### src/sv/assert_macros.svh
// Assertion helpers shared by the RTL. Each use expects clk and rst in scope.
`ifndef ASSERT_MACROS_SVH
`define ASSERT_MACROS_SVH

// The consequent must hold in the same cycle as the antecedent.
`define ASSERT_IMPLIES(label, ante, cons) \
  label: assert property (@(posedge clk) disable iff (rst) (ante) |-> (cons)) \
    else $error("%m: same-cycle implication failed");

// The consequent must hold in the cycle after the antecedent.
`define ASSERT_NEXT(label, ante, cons) \
  label: assert property (@(posedge clk) disable iff (rst) (ante) |=> (cons)) \
    else $error("%m: next-cycle implication failed");

// The expression must never be true.
`define ASSERT_NEVER(label, expr) \
  label: assert property (@(posedge clk) disable iff (rst) !(expr)) \
    else $error("%m: forbidden condition seen");

`endif

### src/sv/dmc_pkg.sv
`timescale 1ns / 1ps
`default_nettype none

package dmc_pkg;

  // Field and register widths fixed by the interface.
  localparam int ADDR_W       = 32;
  localparam int CNT_W        = 32;
  localparam int LINES_LOG2_W = 4;
  localparam int MEM_LOG2_W   = 5;
  localparam int CFG_IDX_W    = 1;
  localparam int CFG_DATA_W   = 5;

  // Reset values of the configuration registers.
  localparam logic [LINES_LOG2_W-1:0] LINES_LOG2_RST = 4'd10;
  localparam logic [MEM_LOG2_W-1:0]   MEM_LOG2_RST   = 5'd16;

  // Configuration register indexes.
  typedef enum logic [CFG_IDX_W-1:0] {
    REG_CACHE_LINES_LOG2 = 1'b0,
    REG_MEM_SIZE_LOG2    = 1'b1
  } dmc_reg_t;

  // Sequencer states: the tag memory is swept clean after reset, then runs.
  typedef enum logic [0:0] {
    ST_CLEAR = 1'b0,
    ST_RUN   = 1'b1
  } dmc_state_t;

  // Outcome of one lookup, handed to the result stage.
  typedef struct packed {
    logic hit;
    logic oor;
  } dmc_flags_t;

endpackage

`default_nettype wire

### src/sv/dmc_result.sv
`timescale 1ns / 1ps
`default_nettype none

module dmc_result
  import dmc_pkg::*;
(
  input  wire logic             clk,
  input  wire logic             rst,
  input  wire logic             done,
  input  wire dmc_flags_t       flags,
  input  wire logic             out_ready,
  output logic                  out_valid,
  output logic                  hit,
  output logic                  beyond_mem,
  output logic      [CNT_W-1:0] hit_count,
  output logic      [CNT_W-1:0] miss_count
);

  `include "assert_macros.svh"

  logic [CNT_W-1:0] hits_total;
  logic [CNT_W-1:0] misses_total;
  logic [CNT_W-1:0] hits_total_next;
  logic [CNT_W-1:0] misses_total_next;

  // Counter updates; an out-of-range access counts as neither.
  always_comb begin
    hits_total_next   = hits_total;
    misses_total_next = misses_total;
    if (flags.hit) begin
      hits_total_next = hits_total + CNT_W'(1);
    end else if (!flags.oor) begin
      misses_total_next = misses_total + CNT_W'(1);
    end
  end

  always_ff @(posedge clk) begin
    if (rst) begin
      hits_total   <= '0;
      misses_total <= '0;
    end else if (done) begin
      hits_total   <= hits_total_next;
      misses_total <= misses_total_next;
    end
  end

  // Output register: filled by a finished lookup, emptied by a transaction.
  always_ff @(posedge clk) begin
    if (rst) begin
      out_valid <= 1'b0;
    end else if (done) begin
      out_valid <= 1'b1;
    end else if (out_ready) begin
      out_valid <= 1'b0;
    end
  end

  always_ff @(posedge clk) begin
    if (done) begin
      hit        <= flags.hit;
      beyond_mem <= flags.oor;
      hit_count  <= hits_total_next;
      miss_count <= misses_total_next;
    end
  end

  `ASSERT_NEXT(a_done_fills_output, done, out_valid)
  `ASSERT_NEVER(a_hit_in_range, done && flags.hit && flags.oor)
  `ASSERT_NEXT(a_one_count_step, done && !flags.oor,
               CNT_W'(hits_total + misses_total) ==
               CNT_W'($past(hits_total) + $past(misses_total) + CNT_W'(1)))

endmodule

`default_nettype wire

### config.mk
export PLATFORM = sky130hd
export DESIGN_NAME = dmc_result
export DESIGN_NICKNAME = d
export VERILOG_FILES = /design/src/sv/dmc_pkg.sv /design/src/sv/dmc_result.sv
export VERILOG_INCLUDE_DIRS = /design/src /design/src/sv
export SDC_FILE = /design/constraint.sdc
export NUM_CORES = 1
export LEC_CHECK = 0
export BUFFER_PORTS_ARGS = -buffer_cell sky130_fd_sc_hd__buf_2
export CAP_MARGIN = 20
export CORE_MARGIN = 4
export CORE_UTILIZATION = 29
export DETAILED_ROUTE_END_ITERATION = 10
export PLACE_DENSITY = 0.53
export SLEW_MARGIN = 20
export SYNTH_ARGS = -nofsm -noshare
export SYNTH_HDL_FRONTEND = slang
export SYNTH_SLANG_ARGS = --single-unit
export TNS_END_PERCENT = 50
### constraint.sdc
create_clock -name clk -period 3.1 [get_ports clk]
set_clock_uncertainty 0.2 [all_clocks]
set_input_delay 0.775 -clock clk [delete_from_list [all_inputs] [get_ports clk]]
set_output_delay 0.775 -clock clk [all_outputs]
set_load 0.005 [all_outputs]
# After elaboration in Yosys (flattened, before gate mapping)
# Cells that the tools add are included.
dict set report totals {
  reg_bits 131
  in_bits 6
  out_inout_bits 67
  word_cells 15
}
dict set report classes {
  addsub 2
  n_mux 5
  reduce_logical 1
}
# cell count
set ops {}
lappend ops {{two-way mux 32 bit} 3}
lappend ops {{adder 32 x 1 -> 32 bit (second input constant)} 2}
lappend ops {{two-way mux 1 bit} 2}
lappend ops {{nonzero test 2 bit} 1}

# Depth between registers and ports, before layout
# Gate-level depths: netlist of the first run.
dict set report logic_depth {
  word_depth 3
  depth_mapped 8
  ltp_nobuf 6
}

# Least setup slack after synthesis of the first run
# OpenSTA, ideal clock, no wires.
dict set report synth_path {
  path_type {input port to flip-flop}
  from {in flags[0] (netlist name)}
  to {reg miss_count[24] (data pin)}
  arrival_time_ns 1.967
  required_ns 2.641
  slack_ns 0.675
  cell_stages 7
  path_buffers 2
  path_cell_list {or3b_1 -> buf_2 -> nor3_4 -> and2_1 -> buf_2 -> nand4_1 -> xnor2_1}
}
dict set report synth_between {
  elab_chain_len 2
}
# item line
set synth_rtl {}
lappend synth_rtl {{start, declared} dmc_result.sv:10} ;# input wire dmc_flags_t flags,
lappend synth_rtl {{two-way mux 32 bit} dmc_result.sv:32} ;# end else if (!flags.oor) begin
lappend synth_rtl {{two-way mux 32 bit} dmc_result.sv:30} ;# if (flags.hit) begin
lappend synth_rtl {{via misses_total_next[24]} dmc_result.sv:24} ;# logic [CNT_W-1:0] misses_total_next;
lappend synth_rtl {{end signal, assigned} dmc_result.sv:63} ;# miss_count <= misses_total_next;
lappend synth_rtl {{end, declared} dmc_result.sv:16} ;# output logic [CNT_W-1:0] miss_count
# The timed path passes the listed nets, and every way through them passes these cells.
# A chain may end at the register's enable or synchronous reset.

# Worst setup path after layout of the first run
dict set report layout_path {
  from {reg misses_total[0]}
  to {reg miss_count[26] (data pin)}
}
dict set report layout_between {
  elab_chain_len 3
}
# item line
set layout_rtl {}
lappend layout_rtl {{start, declared} dmc_result.sv:22} ;# logic [CNT_W-1:0] misses_total;
lappend layout_rtl {{start signal, assigned} dmc_result.sv:43} ;# misses_total <= misses_total_next;
lappend layout_rtl {{adder 32 x 1 -> 32 bit} dmc_result.sv:33} ;# misses_total_next = misses_total + CNT_W'(1);
lappend layout_rtl {{two-way mux 32 bit} dmc_result.sv:32}
lappend layout_rtl {{two-way mux 32 bit} dmc_result.sv:30}
lappend layout_rtl {{via misses_total_next[26]} dmc_result.sv:24}
# The timed path passes the listed nets, and every way through them passes these cells.

==> results of run 1 <==
power by group through the flow:
stage / clock [uW] / sequential [uW] / combinational, uW
6_report: 1700 / 1890 / 125
5_1_grt: 1820 / 1890 / 139
4_1_cts: 1750 / 1890 / 130
3_5_place_dp: 0 / 1920 / 130
3_3_place_gp: 0 / 1920 / 129
2_1_floorplan: 0 / 1930 / 35.5
critical path, cell delays in order, from the launching register on:
cell and delay [ns]:
dfxtp_1 0.47, ha_1 0.21, or3b_1 0.49, nor3_4 0.24, and2_1 0.30, nand3_1 0.12
xnor2_1 0.18
kinds of logic after synthesis:
| kind of cell | Yosys count | share of synthesized area (%) |
|---|---|---|
| buffers and inverters | 43 | 3.27 |
| XOR/XNOR | 120 | 17.1 |
| adder cells (fa/ha/maj) | 2 | 0.408 |
| flip-flops | 131 | 53.6 |
| AO/OA/AOI/OAI | 7 | 0.571 |
| multiplexers | 4 | 0.714 |
| AND/OR/NAND/NOR | 271 | 24.3 |
worst max-delay path by stage:
stage	startpoint	end	slack [ns]
6_report	misses_total[0]	miss_count[26]	0.63
5_1_grt	misses_total[0]	miss_count[26]	0.48
4_1_cts	misses_total[0]	miss_count[26]	0.64
3_5_place_dp	flags[1]	miss_count[31]	0.37
3_3_place_gp	flags[1]	miss_count[31]	0.42
2_1_floorplan	flags[0]	miss_count[24]	0.67
stage by stage:
stage / worst slack, ns / cell area (um^2)
final: 0.634 / 7240
after global routing: 0.477 / 7240
after CTS: 0.642 / 7240
after detailed placement: 0.366 / 6740
after global placement: 0.421 / 6740
after floorplan: 0.675 / 6130
cell type report:
class                           instances  area share (%)
Tap cell                              270            4.67
Timing Repair Buffer                   83            6.33
Multi-Input combinational cell        404            36.6
Sequential cell                       131            45.4
Inverter                                5           0.259
Clock buffer                           25            6.29
Clock inverter                          7           0.519
sequential cells by signal, indices dropped and copies added (netlist names):
signal / cells
hit_count: 32
hits_total: 32
miss_count: 32
misses_total: 32
beyond_mem: 1
hit: 1
out_valid: 1
routing by layer:
layer	routed length [um]	vias up	track usage, %
li1	-	2117	-
met1	6040	1986	14.4
met2	6340	80	19.1
met3	551	15	3.28
met4	176	0	4.08
met5	0	-	0
layout by cell type, fill, tap and decap left out, types with 2 or more instances in the layout:
cell type	n
a21oi_1	4
and2_1	9
and3_1	7
and4_1	5
buf_2	71
buf_4	11
clkbuf_1	8
clkbuf_16	17
clkinv_2	6
dfxtp_1	65
edfxtp_1	66
ha_1	2
inv_1	5
mux2_2	2
nand2_1	42
nand2b_1	2
nand3_1	43
nand3_4	2
nand4_1	35
nand4_2	2
nor2_1	89
nor3_1	10
nor3_4	5
nor4_1	6
nor4_4	3
o21ai_0	3
or3_1	3
xnor2_1	46
xor2_1	74
==> results.cfg, run 1 <==
[setup_path]
path_class = flip-flop to flip-flop
worstSetupEndpointType = flip-flop
cp-start-kind = flip-flop
crit_required_ns = 3.06
r2r-end = miss_count[26]
arrival_ns = 2.42
reg2reg_from = misses_total[0]
r2r_setup_slack_ns = 0.63
cp_max_fo = 6
reg2reg_depth = 6

[global_routing]
grt_pass1_wl_um = 21900
antenna_found_initial = 0
grt_usage_pct = 11.5
first_global_vias = 4185
overflow = 0
grt_max_degree = 47

[synthesis]
synthesis.nets = 586
ys_warn_count = 0
synth.most_common_cell = nor2_1
synthTopCellsByCount = nor2_1, xor2_1, edfxtp_1
yosysTopAreaCell = edfxtp_1
yosysSeqAreaShare_pct = 53.6
synth_edf_count = 66
synth_cell_types = 40
async_reset_ff_share_pct = 0
ys_top_cells_by_area = edfxtp_1, dfxtp_1, xor2_1
synth_top_area_share_pct = 32.3
syn-instance-count = 578
syn_area_mm2 = 0.00613
synth_ff_type = edfxtp_1
syn_avg_cell_area_um2 = 10.6
ys_ff_latch = 131

[clock_tree]
post-cts-setup-buffers = 0
htreeDepth = 4
cts_tree = built
cts-resized-gates = 0
cts_sinks = 131
cts-root-buf = clkbuf_16
clock_latency_ns = 0.42
clk_pin_slew_ns = 0.05
cts-hold-fix-buffers = 0
numCtsBuffers = 17
clockBufferDepth = 2

[cells_and_area]
final_nets = 650
multi_input_area_mm2 = 0.00265
syn_to_final_growth_pct = 18.1
drive_above_1_share_pct = 19.1
antenna_cells = 0
regArea_mm2 = 0.00328
final_util_pct = 35.3
nFillCells = 2051
instances_no_fill = 925

[min_path]
whs_path_depth = 2
min_path_type = flip-flop to flip-flop
holdPathEnd = out_valid
hp-start = out_valid

[sta]
rsz0062_at_grt = no
slew_viol_final = 0
period_share_pct = 79.6
hold-worst-slack_ns = 0.279
relSlewSlack_pct = 48.4
hold_viol = 0
tightest_slew_ns = 0.768
setup_tns_ns = 0
fmax_mhz = 405
period_needed_ns = 2.47
setup_violations = 0

[drt]
via_per_inst = 4.54
dr.pass1.iters = 4
wl_um = 13100
drc_errors = 0
vias = 4198
antenna_left = 0
wire_per_inst_um = 14.2
drt_iter0_markers = 220

[power_and_ir_drop]
clockPowerShare_pct = 45.8
p_switching_uw = 785
ir_worst_vdd_mv = 0.226
total_power_uw = 3710
seq_power_share_pct = 50.9
p_sw_share_pct = 21.1
intPower_uw = 2920
pwr-share-comb_pct = 3.4
pwr_density_cell_mw_per_mm2 = 513
p_leak_uw = 0.00277

[place]
gp_congestion = 0.814
port_buffers = 72
place_inst = 893
hpwl_um = 9250

[floorplanning]
chipWidth_um = 153
io_pins = 73
die_h_um = 153
start_util_pct = 29.9
fp-row-count = 52
coreArea_mm2 = 0.0205
dieArea_mm2 = 0.0235

[status]
outcome = complete, no violations

[flow_run]
drv_cap = 0
No activity file was read; power rests on OpenSTA's default activity.
==> run 2, diff against run 1 <==
--- a/config.mk
+++ b/config.mk
@@ -6,6 +6,7 @@
 export SDC_FILE = /design/constraint.sdc
 export NUM_CORES = 1
 export LEC_CHECK = 0
+export ABC_AREA = 1
 export BUFFER_PORTS_ARGS = -buffer_cell sky130_fd_sc_hd__buf_2
 export CAP_MARGIN = 20
 export CORE_MARGIN = 4
==> constraint.sdc (replaced) <==
create_clock -name clk -period 2.3 [get_ports clk]
set_clock_uncertainty 0.2 [all_clocks]
set_input_delay 0.575 -clock clk [delete_from_list [all_inputs] [get_ports clk]]
set_output_delay 0.575 -clock clk [all_outputs]
set_load 0.005 [all_outputs]
==> results.cfg, run 2 <==
[synthesis]
ys_top_cells_by_area = edfxtp_1, dfxtp_1, nand2_1
synth_edf_count = 66
yosysTopAreaCell = edfxtp_1
yosysSeqAreaShare_pct = 51.2
synth_ff_type = edfxtp_1
syn_area_mm2 = 0.00641
synth_cell_types = 32
syn_avg_cell_area_um2 = 8.01
synth_top_area_share_pct = 30.9
synthesis.nets = 809
async_reset_ff_share_pct = 0
syn-instance-count = 801
synthTopCellsByCount = nand2_1, inv_1, nor2_1
synth.most_common_cell = nand2_1
ys_ff_latch = 131
ys_warn_count = 0

[drt]
drc_errors = 0
wl_um = 15400
drt_iter0_markers = 295
antenna_left = 0
via_per_inst = 4.49
dr.pass1.iters = 5
vias = 5267
wire_per_inst_um = 13.1

[sta]
period_share_pct = 86.0
relSlewSlack_pct = 56.6
fmax_mhz = 506
rsz0062_at_grt = no
hold_viol = 0
setup_tns_ns = 0
slew_viol_final = 0
period_needed_ns = 1.98
setup_violations = 0
tightest_slew_ns = 0.651

[cells_and_area]
mostFrequentLayoutCell = nand2_1
antenna_cells = 0
final_area_mm2 = 0.00773
final_nets = 888
syn_to_final_growth_pct = 20.6
drive_above_1_share_pct = 15.7
layout_common_cells = nand2_1, inv_1, nor2_1, buf_2, edfxtp_1
nFillCells = 2296
final_util_pct = 35.5

[min_path]
hp-start = out_ready
whs_path_depth = 4
holdPathEnd = out_valid
min_path_type = input port to flip-flop

[global_routing]
first_global_vias = 5133
antenna_found_initial = 0
grt_usage_pct = 13.1
overflow = 0
grt_max_degree = 50
grt_pass1_wl_um = 25500

[floorplanning]
die_h_um = 157
start_util_pct = 29.5
coreArea_mm2 = 0.0218
fp-row-count = 54
dieArea_mm2 = 0.0246
chipWidth_um = 157
io_pins = 73

[setup_path]
crit_required_ns = 2.25
cp_max_fo = 5
reg2reg_depth = 6
slowest_stage = dfxtp_1
arrival_ns = 1.93
r2r-end = miss_count[20]
reg2reg_from = misses_total[0]
path_class = flip-flop to flip-flop
cp-start-kind = flip-flop
worstSetupEndpointType = flip-flop
max_stage_delay_ns = 0.38
r2r_setup_slack_ns = 0.32
worstPathCellList = ha_1 > nand3_1 > nor2_1 > nand4_1 > o21ai_0 > nand2_1

[clock_tree]
cts-root-buf = clkbuf_16
cts-hold-fix-buffers = 0
cts_tree = built
cts-resized-gates = 0
htreeDepth = 4
cts_sinks = 131
clockBufferDepth = 2
clock_latency_ns = 0.42
clk_pin_slew_ns = 0.06
numCtsBuffers = 17
post-cts-setup-buffers = 0

[power_and_ir_drop]
total_power_uw = 5970
p_leak_uw = 0.00367
pwr-share-comb_pct = 7.6
seq_power_share_pct = 45.7
pwr_density_cell_mw_per_mm2 = 772
intPower_uw = 4590
ir_worst_vdd_mv = 0.374
p_switching_uw = 1380
p_sw_share_pct = 23.1
clockPowerShare_pct = 46.6

[place]
port_buffers = 72
hpwl_um = 11000
place_area_mm2 = 0.00713
gp_congestion = 0.831

[status]
outcome = complete, no violations

[flow_run]
drv_cap = 0
run 2: changes by cell type in the layout (fill, tap and decap cells not counted), moves of 9 or more:
cell,change
xnor2_1,-44
nand2_1,+124
o21ai_0,+33
o21ai_1,+18
and2_1,-9
a21oi_1,+49
nand3_1,+13
inv_1,+143
nor2_1,-18
xor2_1,-48
run 2: cell families (layout without fill, tap and decap cells):
family	count (synthesis)	after routing	synth area share [%]
AO/OA/AOI/OAI	112	112	8.94
AND/OR/NAND/NOR	352	352	24.9
XOR/XNOR	29	29	4.08
adder cells (fa/ha/maj)	2	2	0.390
flip-flops	131	131	51.2
buffers and inverters	175	267	10.5
run 2: per-stage QoR:
step                      hold slack (ns)  instances  worst slack (ns)
after floorplan                     0.255        801             0.489
after global placement              0.254       1141             0.192
after detailed placement            0.258       1141             0.167
after CTS                           0.191       1173             0.266
after global routing                0.198       1173            0.0668
final                               0.210       1173             0.322
run 2: worst max path at each step:
stage / start / endpoint / slack (ns)
CTS: misses_total[0] / miss_count[20] / 0.27
detailed placement: flags[0] / miss_count[20] / 0.17
global route: misses_total[0] / misses_total[18] / 0.07
floorplan: flags[0] / miss_count[24] / 0.49
finish: misses_total[0] / miss_count[20] / 0.32
global placement: flags[0] / miss_count[20] / 0.19
run 2: cell type report:
type | instances | area [um^2] | share of cell area (%)
repair buffers | 83 | 470 | 6.08
well taps | 280 | 350 | 4.53
inverters | 152 | 571 | 7.38
multi-input cells | 495 | 2460 | 31.8
flip-flops and latches | 131 | 3280 | 42.5
clock inverters | 12 | 164 | 2.12
clock buffers | 20 | 437 | 5.65
run 2: power by group through the flow:
stage          clock [uW]  combinational, uW  sequential (uW)
6_report             2780                456             2730
5_1_grt              2960                529             2750
4_1_cts              2860                467             2730
3_5_place_dp            0                464             2780
3_3_place_gp            0                457             2780
2_1_floorplan           0                261             2760
run 2: critical path, delay by kind of cell, from the launching register on:
kind                       cells  cell delay [ns]
adders and majority gates      1             0.19
and+or+nand+nor                4             0.64
AOI/OAI and AO/OA              1             0.30
DFF                            1             0.38
run 2: metal layers:
metal,track usage [%],up-vias,wire length [um]
met5,0,-,0
met3,3.65,19,770
met1,17.2,2393,7360
li1,-,2733,-
met4,4.17,0,246
met2,21.1,122,7010
